## src/hw/rtl/ubx_pkg.sv

```systemverilog
`timescale 1ns / 1ps
`default_nettype none
// ----------------------------------------------------------------------------
// UBX receiver package
// Parse phases, sync bytes, drop codes, register indexes and shared structs.
// ----------------------------------------------------------------------------
package ubx_pkg;

    localparam logic [7:0] SYNC_FIRST     = 8'hB5;
    localparam logic [7:0] SYNC_SECOND    = 8'h62;
    localparam int         FRAME_OVERHEAD = 8;

    localparam int CFG_IDX_W  = 2;
    localparam int CFG_DATA_W = 10;

    localparam logic [CFG_IDX_W-1:0] CFG_MAX_FRAME_LEN = 2'd0;
    localparam logic [CFG_IDX_W-1:0] CFG_EXPECT_CLASS  = 2'd1;
    localparam logic [CFG_IDX_W-1:0] CFG_EXPECT_ID     = 2'd2;

    localparam logic [1:0] DROP_NONE    = 2'd0;
    localparam logic [1:0] DROP_TOO_LONG = 2'd1;
    localparam logic [1:0] DROP_CKA     = 2'd2;
    localparam logic [1:0] DROP_CKB     = 2'd3;

    typedef enum logic [3:0] {
        PH_SYNC1   = 4'd0,
        PH_SYNC2   = 4'd1,
        PH_CLASS   = 4'd2,
        PH_ID      = 4'd3,
        PH_LENL    = 4'd4,
        PH_LENH    = 4'd5,
        PH_PAYLOAD = 4'd6,
        PH_CKA     = 4'd7,
        PH_CKB     = 4'd8
    } phase_t;

    typedef struct packed {
        logic [9:0] max_frame_len;
        logic [7:0] expect_class;
        logic [7:0] expect_id;
    } cfg_t;

    typedef struct packed {
        logic       store_valid;
        logic [8:0] store_index;
        logic [7:0] store_byte;
        logic       frame_good;
        logic       frame_match;
        logic [9:0] frame_length;
        logic [7:0] frame_class;
        logic [7:0] frame_id;
        logic [1:0] drop_reason;
    } result_t;

endpackage
`default_nettype wire

```

## src/hw/rtl/ubx_if.sv

```systemverilog
`timescale 1ns / 1ps
`default_nettype none
// ----------------------------------------------------------------------------
// UBX receiver channels
// Byte input, result output and register write channels.
// ----------------------------------------------------------------------------
interface ubx_byte_if;
    logic       valid;
    logic       ready;
    logic [7:0] rx_byte;

    modport source (output valid, output rx_byte, input ready);
    modport sink   (input valid, input rx_byte, output ready);
endinterface

interface ubx_result_if;
    logic       valid;
    logic       ready;
    logic       store_valid;
    logic [8:0] store_index;
    logic [7:0] store_byte;
    logic       frame_good;
    logic       frame_match;
    logic [9:0] frame_length;
    logic [7:0] frame_class;
    logic [7:0] frame_id;
    logic [1:0] drop_reason;

    modport source (output valid, output store_valid, output store_index,
                    output store_byte, output frame_good, output frame_match,
                    output frame_length, output frame_class, output frame_id,
                    output drop_reason, input ready);
    modport sink   (input valid, input store_valid, input store_index,
                    input store_byte, input frame_good, input frame_match,
                    input frame_length, input frame_class, input frame_id,
                    input drop_reason, output ready);
endinterface

interface ubx_cfg_if;
    logic       valid;
    logic       ready;
    logic [1:0] index;
    logic [9:0] data;

    modport source (output valid, output index, output data, input ready);
    modport sink   (input valid, input index, input data, output ready);
endinterface
`default_nettype wire

```

## src/hw/rtl/ubx_frame_receiver.sv

```systemverilog
`timescale 1ns / 1ps
`default_nettype none
// Path: an accepted byte is held in the input register, parsed combinationally,
// and its result item is registered in the result register.
// Throughput: one byte per cycle unless res.ready stalls; the input and result
// registers each advance whenever the result register is empty or being taken.
// Reset: asynchronous, active low; parser waits for first sync, sums and
// counters clear, registers return to max_frame_len 512, class and id 0.
// ----------------------------------------------------------------------------
// UBX frame receiver
// Byte-serial binary GNSS frame parser with Fletcher-8 check and length limit.
// ----------------------------------------------------------------------------
module ubx_frame_receiver
    import ubx_pkg::*;
#(
    parameter int BUFFER_BYTES = 512
)
(
    input  wire logic    clk,
    input  wire logic    rst_n,
    ubx_byte_if.sink     rx,
    ubx_result_if.source res,
    ubx_cfg_if.sink      cfg
);

    cfg_t    cfg_reg;
    cfg_t    cfg_next;
    logic    byte_valid;
    logic [7:0] byte_data;
    logic    advance;
    logic    fire;
    result_t result;

    assign cfg.ready = 1'b1;
    assign fire      = byte_valid && advance;

    always_comb
    begin
        cfg_next = cfg_reg;
        if (cfg.valid)
        begin
            case (cfg.index)
                CFG_MAX_FRAME_LEN: cfg_next.max_frame_len = cfg.data;
                CFG_EXPECT_CLASS:  cfg_next.expect_class  = cfg.data[7:0];
                CFG_EXPECT_ID:     cfg_next.expect_id     = cfg.data[7:0];
                default:           cfg_next = cfg_reg;
            endcase
        end
    end

    always_ff @(posedge clk or negedge rst_n)
    begin
        if (!rst_n)
        begin
            cfg_reg.max_frame_len <= 10'd512;
            cfg_reg.expect_class  <= 8'd0;
            cfg_reg.expect_id     <= 8'd0;
        end
        else
        begin
            cfg_reg <= cfg_next;
        end
    end

    ubx_in_reg u_in_reg
    (
        .clk        (clk),
        .rst_n      (rst_n),
        .rx         (rx),
        .advance    (advance),
        .byte_valid (byte_valid),
        .byte_data  (byte_data)
    );

    ubx_parser #(
        .BUFFER_BYTES (BUFFER_BYTES)
    ) u_parser
    (
        .clk     (clk),
        .rst_n   (rst_n),
        .fire    (fire),
        .rx_byte (byte_data),
        .cfg     (cfg_reg),
        .result  (result)
    );

    ubx_out_reg u_out_reg
    (
        .clk        (clk),
        .rst_n      (rst_n),
        .load_valid (byte_valid),
        .load_data  (result),
        .advance    (advance),
        .res        (res)
    );

`ifndef ASSERT_OFF
    a_good_clean: assert property (@(posedge clk) disable iff (!rst_n)
        res.valid && res.frame_good |-> res.store_valid && res.drop_reason == DROP_NONE)
        else $error("good frame flagged with drop or without store");

    a_match_good: assert property (@(posedge clk) disable iff (!rst_n)
        res.valid && res.frame_match |-> res.frame_good)
        else $error("match without good frame");

    a_unstored_zero: assert property (@(posedge clk) disable iff (!rst_n)
        res.valid && !res.store_valid |-> res.store_index == 9'd0 && res.store_byte == 8'd0)
        else $error("unstored byte carries index or data");

    a_no_overrun: assert property (@(posedge clk) disable iff (!rst_n)
        byte_valid && !advance |-> !rx.ready)
        else $error("input taken while held byte is stalled");

    a_result_follows: assert property (@(posedge clk) disable iff (!rst_n)
        fire |=> res.valid)
        else $error("parsed byte produced no result");
`endif

endmodule
`default_nettype wire

```

## src/hw/rtl/ubx_in_reg.sv

```systemverilog
`timescale 1ns / 1ps
`default_nettype none
// ----------------------------------------------------------------------------
// UBX input register
// Captures one received byte and holds it until the parser takes it.
// ----------------------------------------------------------------------------
module ubx_in_reg
(
    input  wire logic  clk,
    input  wire logic  rst_n,
    ubx_byte_if.sink   rx,
    input  wire logic  advance,
    output logic       byte_valid,
    output logic [7:0] byte_data
);

    logic       valid_reg;
    logic       valid_next;
    logic [7:0] byte_reg;

    assign rx.ready   = !valid_reg || advance;
    assign byte_valid = valid_reg;
    assign byte_data  = byte_reg;

    always_comb
    begin
        valid_next = valid_reg;
        if (rx.ready)
        begin
            valid_next = rx.valid;
        end
    end

    always_ff @(posedge clk or negedge rst_n)
    begin
        if (!rst_n)
        begin
            valid_reg <= 1'b0;
        end
        else
        begin
            valid_reg <= valid_next;
        end
    end

    always_ff @(posedge clk)
    begin
        if (rx.valid && rx.ready)
        begin
            byte_reg <= rx.rx_byte;
        end
    end

endmodule
`default_nettype wire

```

## src/hw/rtl/ubx_parser.sv

```systemverilog
`timescale 1ns / 1ps
`default_nettype none
// ----------------------------------------------------------------------------
// UBX frame parser
// Frame state machine, Fletcher-8 sums and per-byte result computation.
// ----------------------------------------------------------------------------
module ubx_parser
    import ubx_pkg::*;
#(
    parameter int BUFFER_BYTES = 512
)
(
    input  wire logic    clk,
    input  wire logic    rst_n,
    input  wire logic    fire,
    input  wire logic [7:0] rx_byte,
    input  wire cfg_t    cfg,
    output result_t      result
);

    localparam logic [16:0] BUF_LIMIT = 17'(BUFFER_BYTES);
    localparam logic [16:0] OVERHEAD  = 17'(FRAME_OVERHEAD);

    phase_t      phase_reg,   phase_next;
    logic [9:0]  wpos_reg,    wpos_next;
    logic [15:0] plen_reg,    plen_next;
    logic [15:0] pcnt_reg,    pcnt_next;
    logic [7:0]  sum_a_reg,   sum_a_next;
    logic [7:0]  sum_b_reg,   sum_b_next;
    logic [7:0]  class_reg,   class_next;
    logic [7:0]  id_reg,      id_next;

    logic [7:0]  sum_a_add;
    logic [7:0]  sum_b_add;
    logic [15:0] plen_full;
    logic [15:0] pcnt_inc;
    logic [16:0] limit;
    logic [16:0] total_len;
    logic [15:0] good_len;
    logic        store;
    logic [9:0]  index;
    logic        good;
    logic        match;
    logic [1:0]  drop;

    assign sum_a_add = sum_a_reg + rx_byte;
    assign sum_b_add = sum_b_reg + sum_a_add;
    assign plen_full = {rx_byte, plen_reg[7:0]};
    assign pcnt_inc  = pcnt_reg + 16'd1;
    assign limit     = ({7'd0, cfg.max_frame_len} > BUF_LIMIT) ?
                       BUF_LIMIT : {7'd0, cfg.max_frame_len};
    assign total_len = {1'b0, plen_full} + OVERHEAD;
    assign good_len  = plen_reg + 16'(FRAME_OVERHEAD);

    always_comb
    begin
        phase_next = phase_reg;
        wpos_next  = wpos_reg;
        plen_next  = plen_reg;
        pcnt_next  = pcnt_reg;
        sum_a_next = sum_a_reg;
        sum_b_next = sum_b_reg;
        class_next = class_reg;
        id_next    = id_reg;
        store      = 1'b0;
        index      = 10'd0;
        good       = 1'b0;
        match      = 1'b0;
        drop       = DROP_NONE;

        case (phase_reg)
            PH_SYNC2:
            begin
                if (rx_byte == SYNC_SECOND)
                begin
                    store      = 1'b1;
                    index      = wpos_reg;
                    wpos_next  = wpos_reg + 10'd1;
                    phase_next = PH_CLASS;
                end
                else if (rx_byte == SYNC_FIRST)
                begin
                    store     = 1'b1;
                    wpos_next = 10'd1;
                end
                else
                begin
                    wpos_next  = 10'd0;
                    phase_next = PH_SYNC1;
                end
            end
            PH_CLASS:
            begin
                store      = 1'b1;
                index      = wpos_reg;
                wpos_next  = wpos_reg + 10'd1;
                sum_a_next = rx_byte;
                sum_b_next = rx_byte;
                class_next = rx_byte;
                phase_next = PH_ID;
            end
            PH_ID:
            begin
                store      = 1'b1;
                index      = wpos_reg;
                wpos_next  = wpos_reg + 10'd1;
                sum_a_next = sum_a_add;
                sum_b_next = sum_b_add;
                id_next    = rx_byte;
                phase_next = PH_LENL;
            end
            PH_LENL:
            begin
                store      = 1'b1;
                index      = wpos_reg;
                wpos_next  = wpos_reg + 10'd1;
                sum_a_next = sum_a_add;
                sum_b_next = sum_b_add;
                plen_next  = {8'd0, rx_byte};
                phase_next = PH_LENH;
            end
            PH_LENH:
            begin
                store      = 1'b1;
                index      = wpos_reg;
                wpos_next  = wpos_reg + 10'd1;
                sum_a_next = sum_a_add;
                sum_b_next = sum_b_add;
                plen_next  = plen_full;
                if (total_len > limit)
                begin
                    drop       = DROP_TOO_LONG;
                    phase_next = PH_SYNC1;
                    wpos_next  = 10'd0;
                end
                else if (plen_full == 16'd0)
                begin
                    phase_next = PH_CKA;
                end
                else
                begin
                    pcnt_next  = 16'd0;
                    phase_next = PH_PAYLOAD;
                end
            end
            PH_PAYLOAD:
            begin
                store      = 1'b1;
                index      = wpos_reg;
                wpos_next  = wpos_reg + 10'd1;
                sum_a_next = sum_a_add;
                sum_b_next = sum_b_add;
                pcnt_next  = pcnt_inc;
                if (pcnt_inc == plen_reg)
                begin
                    phase_next = PH_CKA;
                end
            end
            PH_CKA:
            begin
                store     = 1'b1;
                index     = wpos_reg;
                wpos_next = wpos_reg + 10'd1;
                if (rx_byte == sum_a_reg)
                begin
                    phase_next = PH_CKB;
                end
                else
                begin
                    drop       = DROP_CKA;
                    phase_next = PH_SYNC1;
                    wpos_next  = 10'd0;
                end
            end
            PH_CKB:
            begin
                store = 1'b1;
                index = wpos_reg;
                if (rx_byte == sum_b_reg)
                begin
                    good  = 1'b1;
                    match = (class_reg == cfg.expect_class) && (id_reg == cfg.expect_id);
                end
                else
                begin
                    drop = DROP_CKB;
                end
                phase_next = PH_SYNC1;
                wpos_next  = 10'd0;
            end
            default:
            begin
                phase_next = PH_SYNC1;
                wpos_next  = 10'd0;
                if (rx_byte == SYNC_FIRST)
                begin
                    store      = 1'b1;
                    wpos_next  = 10'd1;
                    sum_a_next = 8'd0;
                    sum_b_next = 8'd0;
                    phase_next = PH_SYNC2;
                end
            end
        endcase
    end

    always_comb
    begin
        result.store_valid  = store;
        result.store_index  = index[8:0];
        result.store_byte   = store ? rx_byte : 8'd0;
        result.frame_good   = good;
        result.frame_match  = match;
        result.frame_length = good ? good_len[9:0] : 10'd0;
        result.frame_class  = class_next;
        result.frame_id     = id_next;
        result.drop_reason  = drop;
    end

    always_ff @(posedge clk or negedge rst_n)
    begin
        if (!rst_n)
        begin
            phase_reg <= PH_SYNC1;
            wpos_reg  <= 10'd0;
            plen_reg  <= 16'd0;
            pcnt_reg  <= 16'd0;
            sum_a_reg <= 8'd0;
            sum_b_reg <= 8'd0;
            class_reg <= 8'd0;
            id_reg    <= 8'd0;
        end
        else if (fire)
        begin
            phase_reg <= phase_next;
            wpos_reg  <= wpos_next;
            plen_reg  <= plen_next;
            pcnt_reg  <= pcnt_next;
            sum_a_reg <= sum_a_next;
            sum_b_reg <= sum_b_next;
            class_reg <= class_next;
            id_reg    <= id_next;
        end
    end

endmodule
`default_nettype wire

```

## src/hw/rtl/ubx_out_reg.sv

```systemverilog
`timescale 1ns / 1ps
`default_nettype none
// ----------------------------------------------------------------------------
// UBX result register
// Holds one result item until the downstream side takes it.
// ----------------------------------------------------------------------------
module ubx_out_reg
    import ubx_pkg::*;
(
    input  wire logic    clk,
    input  wire logic    rst_n,
    input  wire logic    load_valid,
    input  wire result_t load_data,
    output logic         advance,
    ubx_result_if.source res
);

    logic    valid_reg;
    logic    valid_next;
    result_t data_reg;

    assign advance = !valid_reg || res.ready;

    always_comb
    begin
        valid_next = valid_reg;
        if (advance)
        begin
            valid_next = load_valid;
        end
    end

    always_ff @(posedge clk or negedge rst_n)
    begin
        if (!rst_n)
        begin
            valid_reg <= 1'b0;
        end
        else
        begin
            valid_reg <= valid_next;
        end
    end

    always_ff @(posedge clk)
    begin
        if (advance && load_valid)
        begin
            data_reg <= load_data;
        end
    end

    assign res.valid        = valid_reg;
    assign res.store_valid  = data_reg.store_valid;
    assign res.store_index  = data_reg.store_index;
    assign res.store_byte   = data_reg.store_byte;
    assign res.frame_good   = data_reg.frame_good;
    assign res.frame_match  = data_reg.frame_match;
    assign res.frame_length = data_reg.frame_length;
    assign res.frame_class  = data_reg.frame_class;
    assign res.frame_id     = data_reg.frame_id;
    assign res.drop_reason  = data_reg.drop_reason;

endmodule
`default_nettype wire
```

## src/flat_wrapper.sv

```systemverilog
// flat-port wrapper written by rule: the top's interface ports become plain ports
module ubx_frame_receiver_flat import ubx_pkg::*;
#(
    parameter int BUFFER_BYTES = 512
)
  (clk, rst_n, rx_valid, rx_rx_byte, rx_ready, res_valid, res_store_valid, res_store_index, res_store_byte, res_frame_good, res_frame_match, res_frame_length, res_frame_class, res_frame_id, res_drop_reason, res_ready, cfg_valid, cfg_index, cfg_data, cfg_ready);
  ubx_byte_if rx_i ();
  ubx_result_if res_i ();
  ubx_cfg_if cfg_i ();
  input  wire logic clk;
  input  wire logic rst_n;
  input wire logic [$bits(rx_i.valid)-1:0] rx_valid;
  input wire logic [$bits(rx_i.rx_byte)-1:0] rx_rx_byte;
  output wire logic [$bits(rx_i.ready)-1:0] rx_ready;
  output wire logic [$bits(res_i.valid)-1:0] res_valid;
  output wire logic [$bits(res_i.store_valid)-1:0] res_store_valid;
  output wire logic [$bits(res_i.store_index)-1:0] res_store_index;
  output wire logic [$bits(res_i.store_byte)-1:0] res_store_byte;
  output wire logic [$bits(res_i.frame_good)-1:0] res_frame_good;
  output wire logic [$bits(res_i.frame_match)-1:0] res_frame_match;
  output wire logic [$bits(res_i.frame_length)-1:0] res_frame_length;
  output wire logic [$bits(res_i.frame_class)-1:0] res_frame_class;
  output wire logic [$bits(res_i.frame_id)-1:0] res_frame_id;
  output wire logic [$bits(res_i.drop_reason)-1:0] res_drop_reason;
  input wire logic [$bits(res_i.ready)-1:0] res_ready;
  input wire logic [$bits(cfg_i.valid)-1:0] cfg_valid;
  input wire logic [$bits(cfg_i.index)-1:0] cfg_index;
  input wire logic [$bits(cfg_i.data)-1:0] cfg_data;
  output wire logic [$bits(cfg_i.ready)-1:0] cfg_ready;
  assign rx_i.valid = rx_valid;
  assign rx_i.rx_byte = rx_rx_byte;
  assign rx_ready = rx_i.ready;
  assign res_valid = res_i.valid;
  assign res_store_valid = res_i.store_valid;
  assign res_store_index = res_i.store_index;
  assign res_store_byte = res_i.store_byte;
  assign res_frame_good = res_i.frame_good;
  assign res_frame_match = res_i.frame_match;
  assign res_frame_length = res_i.frame_length;
  assign res_frame_class = res_i.frame_class;
  assign res_frame_id = res_i.frame_id;
  assign res_drop_reason = res_i.drop_reason;
  assign res_i.ready = res_ready;
  assign cfg_i.valid = cfg_valid;
  assign cfg_i.index = cfg_index;
  assign cfg_i.data = cfg_data;
  assign cfg_ready = cfg_i.ready;
  ubx_frame_receiver #(.BUFFER_BYTES(BUFFER_BYTES)) u_core (.clk(clk), .rst_n(rst_n), .rx(rx_i), .res(res_i), .cfg(cfg_i));
endmodule
```

## config.mk

```make
export PLATFORM = sky130hd
export DESIGN_NAME = ubx_frame_receiver_flat
export DESIGN_NICKNAME = d
export VERILOG_FILES = /design/src/hw/rtl/ubx_pkg.sv /design/src/hw/rtl/ubx_if.sv /design/src/hw/rtl/ubx_frame_receiver.sv /design/src/hw/rtl/ubx_in_reg.sv /design/src/hw/rtl/ubx_parser.sv /design/src/hw/rtl/ubx_out_reg.sv /design/src/flat_wrapper.sv
export SDC_FILE = /design/constraint.sdc
export NUM_CORES = 1
export LEC_CHECK = 0
export BUFFER_PORTS_ARGS = -buffer_cell sky130_fd_sc_hd__buf_2
export CORE_ASPECT_RATIO = 0.75
export CORE_MARGIN = 2
export CORE_UTILIZATION = 51
export CTS_CLUSTER_SIZE = 12
export DETAILED_ROUTE_END_ITERATION = 12
export PLACE_DENSITY_LB_ADDON = 0.05
export SYNTH_ARGS = -nofsm -noshare
export SYNTH_HDL_FRONTEND = slang
export SYNTH_SLANG_ARGS = --single-unit
```

## constraint.sdc

```tcl
create_clock -name clk -period 3.6 [get_ports clk]
set_input_delay 0.36 -clock clk [delete_from_list [all_inputs] [get_ports clk]]
set_output_delay 0.36 -clock clk [all_outputs]
set_load 0.01 [all_outputs]
```

### Word level (Yosys, flattened, before mapping)

Cells that the tools add are included.

| storage, ports and cells | value |
|---|---|
| register bits | 162 |
| output and inout bits | 51 |
| logic and storage cells | 114 |

| cells by class | value |
|---|---|
| $add $sub $neg | 6 |
| $lt $le $gt $ge | 2 |
| equality and inequality tests | 21 |
| mux-type cells | 34 |
| bitwise operators | 2 |
| reductions and logical operators | 25 |

Operators with widths:

| cell | number |
|---|---|
| $pmux W16 S2 | 2 |
| $pmux W10 S5 | 1 |
| $pmux W8 S3 | 2 |
| $mux W10 | 4 |
| $eq A8 B8 Y1 | 4 |
| $mux W16 | 2 |
| $pmux W4 S8 | 1 |
| $mux W8 | 3 |
| $pmux W9 S2 | 1 |
| $add A16 B4 Y17 const B | 1 |
| $gt A17 B10 Y1 | 1 |
| $add A16 B1 Y16 const B | 1 |
| $add A8 B8 Y8 | 2 |
| $eq A16 B16 Y1 | 1 |
| $eq A4 B3 Y1 const B | 4 |
| $logic_not A16 Y1 | 1 |
| $mux W4 | 4 |
| $add A10 B1 Y10 const B | 1 |
| $add A10 B4 Y10 const B | 1 |
| $gt A10 B10 Y1 const B | 1 |
| $reduce_and A2 Y1 | 5 |
| $mux W9 | 1 |
| $reduce_and A3 Y1 | 3 |
| $eq A4 B2 Y1 const B | 2 |
| other kinds (24) | 41 |

### Depth between registers and ports, before layout

Gate-level depths: netlist (run 1).

| depth | value |
|---|---|
| depth after elaboration | 5 |
| depth in mapped cells | 14 |

### Modules after synthesis

Synthesis (run 1) repeated with hierarchy kept, for this count alone.

| unflattened totals | value |
|---|---|
| cells, all modules | 841 |
| area total of the unflattened synthesis | 8763.4 um^2 |

Modules (own cells, without submodules):

| module | instances | cells each | area each (um^2) |
|---|---|---|---|
| ubx_parser | 1 | 718 | 5965.7 |
| ubx_out_reg | 1 | 52 | 1495.2 |
| ubx_frame_receiver | 1 | 59 | 1008.5 |
| ubx_in_reg | 1 | 12 | 294.0 |

### Least setup slack after synthesis (run 1)

Ideal clock, no wire load.

| timing path | value |
|---|---|
| path kind | reg2reg |
| start point | register u_core.u_out_reg.valid_reg, in the netlist u_core.u_out_reg.res.valid |
| end point | register u_core.u_out_reg.data_reg, in the netlist u_core.u_out_reg.res.drop_reason[0] (enable) |
| library setup time | 431 ps |
| arrival time | 2649 ps |
| required time | 3169 ps |
| path slack | 520 ps |
| cell stages (with the launch flop) | 7 |
| buffers on the path | 3 |
| clock period less this slack | 3080 ps |
| path through | dfrtp_1 nand2b_1 nand2_1 buf_2 inv_1 clkbuf_1 buf_1 |

| between the ends | value |
|---|---|
| cells in the longest elaborated chain, start to end | 3 |

RTL lines:

| what | RTL line | RTL |
|---|---|---|
| start: declaration | ubx_out_reg.sv:18 | `logic valid_reg;` |
| start signal: assignment | ubx_out_reg.sv:41 | `valid_reg <= valid_next;` |
| $logic_not A1 Y1 | ubx_out_reg.sv:22 | `assign advance = !valid_reg \|\| res.ready;` |
| $logic_or A1 B1 Y1 | ubx_out_reg.sv:22 |  |
| $logic_and A1 B1 Y1 | - |  |
| net u_core.fire | ubx_frame_receiver.sv:31 | `logic fire;` |
| end signal: assignment | ubx_out_reg.sv:49 | `data_reg <= load_data;` |
| end: declaration | ubx_out_reg.sv:20 | `result_t data_reg;` |

The timed path passes the listed nets, and every way through them passes these cells.
A chain may end at the register's enable or synchronous reset.

### Final worst setup path (run 1)

| timing path | value |
|---|---|
| start point | register u_core.cfg_reg[21] in the netlist's numbering |
| end point | register u_core.u_parser.wpos_reg[5] |

| between the ends | value |
|---|---|
| cells in the longest elaborated chain, start to end | 5 |

RTL lines:

| what | RTL line | RTL |
|---|---|---|
| start: declaration | ubx_frame_receiver.sv:26 | `cfg_t cfg_reg;` |
| start signal: assignment | ubx_frame_receiver.sv:61 | `cfg_reg <= cfg_next;` |
| $gt A10 B10 Y1 | ubx_parser.sv:50 | `assign limit = ({7'd0, cfg.max_frame_len} > BUF_LIMIT) ?` |
| $mux W10 (*) | ubx_parser.sv:50 |  |
| $gt A17 B10 Y1 (*) | ubx_parser.sv:130 | `if (total_len > limit)` |
| $mux W10 (*) | ubx_parser.sv:130 |  |
| $pmux W10 S5 (*) | ubx_parser.sv:71 | `case (phase_reg)` |
| end signal: assignment | ubx_parser.sv:236 | `wpos_reg <= wpos_next;` |
| end: declaration | ubx_parser.sv:25 | `logic [9:0] wpos_reg, wpos_next;` |

Every way passes the cells marked *; elsewhere a longest branch is shown, timed or not.

==> impl_metrics.json, run 1 <==
{
  "num_rows": 41,
  "path_buf_inv": 0,
  "drtPass1Iterations": 7,
  "synth_top_area_frac": 0.296,
  "initial_core_util": 0.521,
  "die_w_um": 156,
  "critPathSlowestCell": "or3_1",
  "crit_top_cell": "nand2_1",
  "portBuffers": 74,
  "htreeDepth": 4,
  "post-route-period-util": 0.882,
  "worst_clock_skew_ns": 0.0112,
  "placed_cells": 1132,
  "drt_iter0_drc": 605,
  "reg2reg_depth": 12,
  "ys_top_cells_by_area": "dfrtp_1 30%, edfxtp_1 19%, nand2_1 5.6%",
  "total_power_uw": 4500,
  "rr_startpoint": "u_core.cfg_reg[21]$_DFFE_PN0P_",
  "multiInputGateArea_um2": 4220,
  "async_flop_share": 0.652,
  "synth_cells": 874,
  "drtAntennaViolNets": 0,
  "status": "finished clean",
  "synth_edf_count": 56,
  "fin_util": 0.592,
  "finalWeightedCongestion": 0.906,
  "final_cell_count_no_fill": 1165,
  "tightest_slew_ns": 0.913,
  "grt_overflow": 0,
  "hp-class": "primary input to register",
  "maxCapViolations": 0,
  "cts.sinks": 161,
  "cp_cell_sequence": "nor4_1 -> nand2_1 -> o41ai_1 -> nand2_1 -> ha_1 -> a211oi_1 -> nor2_1 -> o31ai_1 -> a22oi_1 -> or3_1 -> nor3b_4 -> nor3_2",
  "power_density_nw_per_um2": 451,
  "min_to": "u_core.u_in_reg.byte_data[7]$_DFFE_PP_",
  "yosysTopAreaCell": "dfrtp_1",
  "endpoint_kind": "register",
  "grt_pass1_vias": 6509,
  "cp_max_fo": 6,
  "grt_usage": 0.247,
  "post_drt_via_cell_ratio": 5.87,
  "grt_max_degree": 78,
  "clkTransAtPathRegs_ns": 0.07,
  "min_path_cells": 1,
  "post_drt_wl_per_cell_um": 18.7,
  "finalNetCount": 991,
  "routed_wl_um": 21800,
  "ctsHoldBuffers": 1,
  "min_from": "rx_rx_byte[7]",
  "worst_ep_required_time_ns": 3.95,
  "cts_buffers": 17,
  "yosysUniqueCellTypes": 68,
  "cts_tree": "built",
  "area_growth_pct": 13.5,
  "final_cell_mix": "131 x nand2_1, 104 x dfrtp_1, 73 x buf_2, 58 x nor2_1, 56 x edfxtp_1",
  "ys_ff_latch": 161,
  "holdWs_ns": 0.102,
  "seqCellArea_um2": 4310,
  "tns_ns": 0,
  "drcViolationCount": 0,
  "yosys_warnings": 0,
  "cp-start-kind": "register",
  "finalSetupViolCount": 0,
  "largest_reg_flops": 26,
  "p_leak_uw": 0.00433,
  "cts.repair.resized": 0,
  "layout.cells.most_common": "nand2_1",
  "cts_setup_buffers": 0,
  "core_area_um2": 16900,
  "arrival_ns": 3.52,
  "vias": 6833,
  "rsz0062_at_grt": "false",
  "synth_area_um2": 8800,
  "path_delay_family": "simple AND/OR/NAND/NOR gates",
  "fmax_mhz": 315,
  "ir_drop_mv": 0.258,
  "grt_pass1_wl_um": 35400,
  "rrSetupSlack_ns": 0.42,
  "synth_ff_type": "dfrtp_1",
  "synth_fp_nets": 928,
  "yosysSeqAreaShare": 0.490,
  "diodes": 0,
  "cts_root_buf": "clkbuf_16",
  "nFillCells": 1428,
  "postSynthAreaPerCell_um2": 10.1,
  "period_minus_slack_ns": 3.18,
  "crit_type": "register to register",
  "max_stage_delay_ns": 0.46,
  "clock_latency_ns": 0.43,
  "max-slew-margin-rel": 0.391,
  "die_h_um": 118,
  "io_pins": 76,
  "antenna_found_initial": 0,
  "hold_viol_final": 0,
  "dieArea_um2": 18300,
  "ctsLongestPathBuffers": 2,
  "timing.rr.end": "u_core.u_parser.wpos_reg[5]$_DFFE_PN0P_",
  "drv_slew": 0,
  "hpwl_um": 14800,
  "drive_above_1_share": 0.184
}
cells by family (layout without fill, tap and decap cells):
kind of cell    count (synthesis)  after routing  synth area share
simple gates                  373            373             0.216
fa+ha+maj                      30             30            0.0441
mux                            41             41            0.0523
buf+inv                        65            141            0.0314
flops                         161            161             0.490
compound gates                139            139             0.102
other cells                     1              1          0.000426
xor+xnor                       64             64            0.0637
Yosys cell counts (all sizes together), types with 2 or more instances:
cell and instances:
nor2b 15, nor4b 2, nand2 133, inv 17, and4 3, ha 27
and3 11, and4b 3, edfxtp 56, nor2 58, dfrtp 104, a21o 2
and2 19, o21ai 44, nand3 37, a21oi 33, a211oi 2, a22oi 13
o31a 2, a41oi 3, buf 19, or3 8, or4 5, o2111ai 2
nand3b 9, o21bai 2, nand2b 8, mux2 40, o31ai 2, clkbuf 28
nor3 22, o211ai 3, a31oi 10, xor2 31, nor3b 6, xnor2 33
o41ai 5, o32ai 3, o311ai 4, fa 2, nand4 17, nor4 16
worst max-delay path by stage:
stage,slack [ns],cells after the start,to,startpoint
2_1_floorplan,0.52,6,u_core.u_out_reg.res.drop_reason[0]$_DFFE_PP_,u_core.u_out_reg.res.valid$_DFFE_PN0P_
3_3_place_gp,0.49,12,u_core.u_parser.wpos_reg[2]$_DFFE_PN0P_,u_core.cfg_reg[21]$_DFFE_PN0P_
3_5_place_dp,0.45,12,u_core.u_parser.wpos_reg[5]$_DFFE_PN0P_,u_core.cfg_reg[22]$_DFFE_PN0P_
4_1_cts,0.42,12,u_core.u_parser.wpos_reg[7]$_DFFE_PN0P_,u_core.cfg_reg[22]$_DFFE_PN0P_
5_1_grt,0.13,12,u_core.u_parser.sum_b_reg[7]$_DFFE_PN0P_,u_core.u_in_reg.byte_data[0]$_DFFE_PP_
6_report,0.42,12,u_core.u_parser.wpos_reg[5]$_DFFE_PN0P_,u_core.cfg_reg[21]$_DFFE_PN0P_
power breakdown:
part           internal, uW  leakage, uW  total (uW)  switching [uW]
logic                   232      0.00210         551             319
clock network           974     0.000300        1830             858
registers              2030      0.00194        2120            92.4
metal layers:
metal	wire length [um]	up-vias	global-route usage
met4	319	0	0.0677
met1	10400	3287	0.372
met2	9500	260	0.361
met3	1580	26	0.0556
li1	-	3260	-
met5	0	-	0
metrics by stage:
step	cell area [um^2]	setup WS [ns]
floorplan	8800	0.520
global placement	9370	0.489
detailed placement	9370	0.452
CTS	9990	0.421
global route	9990	0.125
finish	9990	0.425
cell type report:
| cell class | count | area share |
|---|---|---|
| Timing Repair Buffer | 91 | 0.0516 |
| Clock buffer | 18 | 0.0451 |
| Clock inverter | 14 | 0.0157 |
| Sequential cell | 161 | 0.432 |
| Tap cell | 215 | 0.0269 |
| Multi-Input combinational cell | 648 | 0.422 |
| Inverter | 18 | 0.00677 |
worst register-to-register path, cell delays in order, from the launching register on:
cell      delay, ns
dfrtp_1        0.40
nor4_1         0.27
nand2_1        0.08
o41ai_1        0.31
nand2_1        0.10
ha_1           0.30
a211oi_1       0.24
nor2_1         0.08
o31ai_1        0.28
a22oi_1        0.16
or3_1          0.46
nor3b_4        0.21
nor3_2         0.20
No activity file was read; power rests on OpenSTA's default activity.
==> run 2, diff against run 1 <==
Settings changed: SYNTH_HIERARCHICAL set to 1.
==> impl_metrics.json, run 2 <==
{
  "holdWs_ns": -0.0145,
  "core_area_um2": 16800,
  "hp-class": "primary input to asynchronous set/reset pin",
  "tightest_slew_ns": 1.17,
  "layout.cells.most_common": "dfrtp_1",
  "total_power_uw": 6930,
  "ctsLongestPathBuffers": 2,
  "multiInputGateArea_um2": 4160,
  "routed_wl_um": 21700,
  "vias": 6679,
  "maxCapViolations": 0,
  "yosysSeqAreaShare": 0.492,
  "synth_top_cells_by_count": "104 x dfrtp_1, 88 x nand2_1, 72 x nor2_1",
  "synth_fp_nets": 895,
  "drive_above_1_share": 0.210,
  "grt_usage": 0.248,
  "post_drt_wl_per_cell_um": 19.1,
  "nFillCells": 1444,
  "seqCellArea_um2": 4310,
  "die_w_um": 155,
  "portBuffers": 74,
  "endpoint_kind": "register",
  "ctsHoldBuffers": 0,
  "status": "finished with violations",
  "final_cell_mix": "104 x dfrtp_1, 88 x nand2_1, 73 x buf_2, 72 x nor2_1, 56 x edfxtp_1",
  "yosysUniqueCellTypes": 69,
  "synth_ff_type": "dfrtp_1",
  "dieArea_um2": 18300,
  "postSynthAreaPerCell_um2": 10.4,
  "arrival_ns": 3.77,
  "hpwl_um": 15200,
  "drv_slew": 0,
  "cts_buffers": 17,
  "power_density_nw_per_um2": 697,
  "area_growth_pct": 13.5,
  "finalSetupViolCount": 0,
  "cp-start-kind": "register",
  "drtPass1Iterations": 5,
  "final_area_um2": 9940,
  "die_h_um": 118,
  "ir_drop_mv": 0.458,
  "htreeDepth": 4,
  "diodes": 0,
  "p_leak_uw": 0.00419,
  "synth_area_um2": 8760,
  "hold_viol_final": 8,
  "ys_ff_latch": 161,
  "drcViolationCount": 0,
  "drtAntennaViolNets": 0,
  "grt_pass1_vias": 6689,
  "post-route-period-util": 0.952,
  "cts_tree": "built",
  "drt_iter0_drc": 550,
  "largest_reg_flops": 26,
  "yosys_warnings": 6,
  "period_minus_slack_ns": 3.43,
  "cp_max_fo": 10,
  "synth_edf_count": 56,
  "num_rows": 41,
  "antenna_found_initial": 0,
  "violations": "negative hold slack",
  "synth_cells": 841,
  "initial_core_util": 0.521,
  "grt_pass1_wl_um": 35600,
  "yosysTopAreaCell": "dfrtp_1",
  "grt_max_degree": 56,
  "clock_latency_ns": 0.44,
  "grt_overflow": 0,
  "worst_ep_required_time_ns": 3.94,
  "worst_clock_skew_ns": 0.0124,
  "post_drt_via_cell_ratio": 5.89,
  "async_flop_share": 0.652,
  "yosysMostFrequentCell": "dfrtp_1",
  "cts_root_buf": "clkbuf_16",
  "cts.sinks": 161,
  "ys_top_cells_by_area": "dfrtp_1 30%, edfxtp_1 19%, mux2_2 5.8%",
  "max-slew-margin-rel": 0.219,
  "fmax_mhz": 292,
  "synth_top_area_frac": 0.297,
  "crit_type": "register to register",
  "io_pins": 76,
  "finalWeightedCongestion": 0.888,
  "place_area_um2": 9310,
  "finalNetCount": 960,
  "rsz0062_at_grt": "false",
  "clkTransAtPathRegs_ns": 0.07
}
[run 2: changes by cell type in the layout (fill, tap and decap cells not counted), sizes merged, moves of 6 or more]
cell / change
o21ai: -7
nand2b: +7
nor2: +15
a21oi: +6
nand3: -21
and2: +7
nand3b: -7
mux2: +6
nor2b: -10
inv: +9
a21o: +15
nand2: -45
a22oi: -10
[run 2: area by class of cell]
type	instances	share of cell area
clock buffers	20	0.0482
clock inverters	12	0.0109
inverters	26	0.00982
multi-input cells	610	0.418
flip-flops and latches	161	0.433
well taps	215	0.0271
repair buffers	90	0.0521
[run 2: logic make-up (layout without fill, tap and decap cells)]
kind of cell | Yosys count | in the layout | synth area share
flip-flops | 161 | 161 | 0.492
multiplexers | 47 | 47 | 0.0603
AND/OR/NAND/NOR | 302 | 302 | 0.177
XOR/XNOR | 68 | 68 | 0.0680
buffers and inverters | 70 | 148 | 0.0365
adder cells (fa/ha/maj) | 29 | 29 | 0.0431
other | 1 | 1 | 0.000428
AO/OA/AOI/OAI | 163 | 163 | 0.123
[run 2: layer usage]
layer,vias to the layer above,share of wire,global-route usage
li1,3143,-,-
met1,3291,0.46,0.353
met2,218,0.48,0.388
met3,27,0.049,0.0523
met4,0,0.013,0.0665
met5,-,0,0
[run 2: power by group]
group / internal, uW / total (uW) / switching (uW)
combinational: 1100 / 2410 / 1320
clock: 992 / 1790 / 801
sequential: 2310 / 2730 / 420
[run 2: timing repair]
action,4_1_cts,5_1_grt
endpoints found under the hold margin,0,0
pin swaps,0,1
endpoints found under the setup margin,9,23
resized for setup,1,2
buffers inserted,0,1
[run 2: through the flow]
step | hold slack, ns | setup WS, ns | utilization | setup TNS, ns | cells
2_1_floorplan | 0.0644 | 0.497 | - | 0 | 841
3_3_place_gp | 0.481 | 0.112 | 0.554 | 0 | 1101
3_5_place_dp | 0.484 | -0.0660 | 0.554 | -0.205 | 1101
4_1_cts | 0.0265 | 0.0649 | 0.589 | 0 | 1133
5_1_grt | 0.0601 | 0.000916 | 0.591 | 0 | 1134
6_report | -0.0145 | 0.174 | 0.591 | 0 | 1134
[run 2: worst paths after layout]
| path | endpoint | slack (ns) | startpoint | depth (start not counted) |
|---|---|---|---|---|
| min | u_core/u_parser/pcnt_reg[9]$_DFFE_PN0P_ | -0.01 | rst_n | 1 |
| max | u_core/u_parser/wpos_reg[3]$_DFFE_PN0P_ | 0.17 | u_core/cfg_reg[21]$_DFFE_PN0P_ | 13 |
| max in group asynchronous | u_core/cfg_reg[25]$_DFFE_PN1P_ | 2.78 | rst_n | 2 |
| min reg2reg | u_core/u_parser/sum_a_reg[7]$_DFFE_PN0P_ | 0.51 | u_core/u_parser/sum_a_reg[7]$_DFFE_PN0P_ | 2 |
| min in group clk | u_core/u_in_reg/byte_data[0]$_DFFE_PP_ | 0.09 | rx_rx_byte[0] | 1 |
| max reg2reg | u_core/u_parser/wpos_reg[3]$_DFFE_PN0P_ | 0.17 | u_core/cfg_reg[21]$_DFFE_PN0P_ | 13 |
[run 2: critical path: stages, from the launching register on]
cell and delay (ns):
dfrtp_1 0.40, nor4_1 0.35, nand2_1 0.12, o41ai_2 0.24, nand2_1 0.10, ha_1 0.30
a21o_1 0.16, a21o_1 0.17, a211oi_1 0.23, o21ai_1 0.21, a2111oi_4 0.47, buf_4 0.26
nor2_1 0.13, o221ai_1 0.19
==> run 3, diff against run 2 <==
Settings changed: GPL_TIMING_DRIVEN set to 0, PLACE_DENSITY set to 0.67, PLACE_DENSITY_LB_ADDON 0.05 to unset.
==> impl_metrics.json, run 3 (synthesized netlist as in run 2, its figures left out) <==
{
  "status": "finished clean",
  "drcViolationCount": 0,
  "post-route-period-util": 0.935,
  "drtAntennaViolNets": 0,
  "endpoint_kind": "register",
  "maxCapViolations": 0,
  "core_area_um2": 16800,
  "routed_wl_um": 21800,
  "initial_core_util": 0.521,
  "cts.sinks": 161,
  "tightest_slew_ns": 1.14,
  "finalNetCount": 991,
  "cts_buffers": 17,
  "grt_usage": 0.246,
  "post_drt_via_cell_ratio": 5.80,
  "power_density_nw_per_um2": 694,
  "hpwl_um": 15200,
  "io_pins": 76,
  "drt_iter0_drc": 681,
  "diodes": 0,
  "grt_pass1_vias": 6494,
  "finalWeightedCongestion": 0.925,
  "drv_slew": 0,
  "vias": 6761,
  "nFillCells": 1412,
  "htreeDepth": 4,
  "die_h_um": 118,
  "area_growth_pct": 15.0,
  "holdWs_ns": 0.106,
  "cp_max_fo": 5,
  "cp-start-kind": "register",
  "critPathSlowestCell": "edfxtp_1",
  "cp_cell_sequence": "ha_1 -> fa_1 -> a21o_1 -> a21oi_1 -> xnor2_1 -> ha_1 -> nand3_1 -> o211ai_1 -> o41ai_1 -> xor2_1 -> xnor2_1 -> a21oi_1 -> o21ai_0",
  "worst_ep_required_time_ns": 3.95,
  "crit_type": "register to register",
  "drive_above_1_share": 0.209,
  "num_rows": 41,
  "p_leak_uw": 0.00425,
  "grt_max_degree": 64,
  "largest_reg_flops": 26,
  "cts_tree": "built",
  "ir_drop_mv": 0.357,
  "cts_root_buf": "clkbuf_16",
  "die_w_um": 155,
  "hp-class": "primary input to register",
  "final_cell_mix": "104 x dfrtp_1, 88 x nand2_1, 82 x buf_2, 72 x nor2_1, 56 x edfxtp_1",
  "worst_clock_skew_ns": 0.00751,
  "rsz0062_at_grt": "false",
  "antenna_found_initial": 0,
  "period_minus_slack_ns": 3.37,
  "layout.cells.most_common": "dfrtp_1",
  "arrival_ns": 3.72,
  "hold_viol_final": 0,
  "fmax_mhz": 297,
  "grt_pass1_wl_um": 35000,
  "dieArea_um2": 18300,
  "post_drt_wl_per_cell_um": 18.7,
  "max-slew-margin-rel": 0.237,
  "max_stage_delay_ns": 0.48,
  "portBuffers": 74,
  "drtPass1Iterations": 5,
  "total_power_uw": 6990,
  "ctsLongestPathBuffers": 2,
  "clock_latency_ns": 0.43,
  "clkTransAtPathRegs_ns": 0.07,
  "grt_overflow": 0,
  "finalSetupViolCount": 0
}
run 3: cell count changes in the layout (fill, tap and decap cells not counted), sizes merged:
cell         delta
buf             +7
clkbuf         +23
dlygate4sd3     +1
clkinv          +2
inv             -4
clkinvlp        +1
bufinv          +1
run 3: repair_timing:
action | in CTS | in global routing
endpoints found under the setup margin | 17 | 25
hold endpoints to repair | 42 | 0
hold buffers | 1 | 0
pin swaps | 0 | 1
resized for setup | 2 | 6
buffers inserted | 0 | 1
run 3: final timing paths:
| path | from | endpoint | slack [ns] | cells past startpoint |
|---|---|---|---|---|
| setup / recovery | u_core/u_in_reg/byte_data[0]$_DFFE_PP_ | u_core/u_parser/sum_b_reg[7]$_DFFE_PN0P_ | 0.23 | 13 |
| hold / removal | rx_rx_byte[0] | u_core/u_in_reg/byte_data[0]$_DFFE_PP_ | 0.11 | 1 |
| setup reg to reg | u_core/u_in_reg/byte_data[0]$_DFFE_PP_ | u_core/u_parser/sum_b_reg[7]$_DFFE_PN0P_ | 0.23 | 13 |
| hold reg to reg | u_core/u_parser/sum_a_reg[5]$_DFFE_PN0P_ | u_core/u_parser/sum_a_reg[5]$_DFFE_PN0P_ | 0.50 | 2 |
| max in group asynchronous | rst_n | u_core/cfg_reg[25]$_DFFE_PN1P_ | 2.35 | 3 |
| min in group asynchronous | rst_n | u_core/u_in_reg/byte_valid$_DFFE_PN0P_ | 0.48 | 2 |
run 3: per-stage QoR:
stage / instance area (um^2) / setup WS (ns) / TNS, ns / instances / util
3_3_place_gp: 9400 / -0.0746 / -0.178 / 1130 / 0.559
5_1_grt: 10100 / 0.0564 / 0 / 1165 / 0.599
4_1_cts: 10000 / 0.0408 / 0 / 1164 / 0.597
6_report: 10100 / 0.234 / 0 / 1165 / 0.599
3_5_place_dp: 9430 / -0.134 / -0.650 / 1131 / 0.561
2_1_floorplan: 8760 / 0.497 / 0 / 841 / -
run 3: report_power, final:
| part | switching [uW] | internal, uW | total [uW] |
|---|---|---|---|
| Clock | 777 | 1030 | 1800 |
| Combinational | 1400 | 1110 | 2510 |
| Sequential | 371 | 2310 | 2680 |
run 3: cell type report:
cell class	instances	area, um^2	share of cell area
buffer	44	225	0.0223
clock buffer	20	468	0.0464
clock inverter	12	124	0.0123
inverter	26	97.6	0.00968
multi-input combinational	610	4170	0.413
sequential	161	4310	0.428
tap	215	269	0.0267
timing repair buffer	77	418	0.0415
run 3: worst max-delay path, delay by kind of cell, from the launching register on:
| family | cells | cell delay (ns) |
|---|---|---|
| AO/OA/AOI/OAI | 6 | 1.11 |
| XOR/XNOR | 3 | 0.58 |
| adder cells (fa/ha/maj) | 3 | 1.03 |
| flip-flops | 1 | 0.48 |
| AND/OR/NAND/NOR | 1 | 0.10 |
run 3: layer usage:
layer  up-vias  global-route usage  wire, um
met5         -                   0         0
met4         0              0.0711       401
met3        36              0.0493      1610
met2       261               0.363      9370
met1      3255               0.370     10400
li1       3209                   -         -
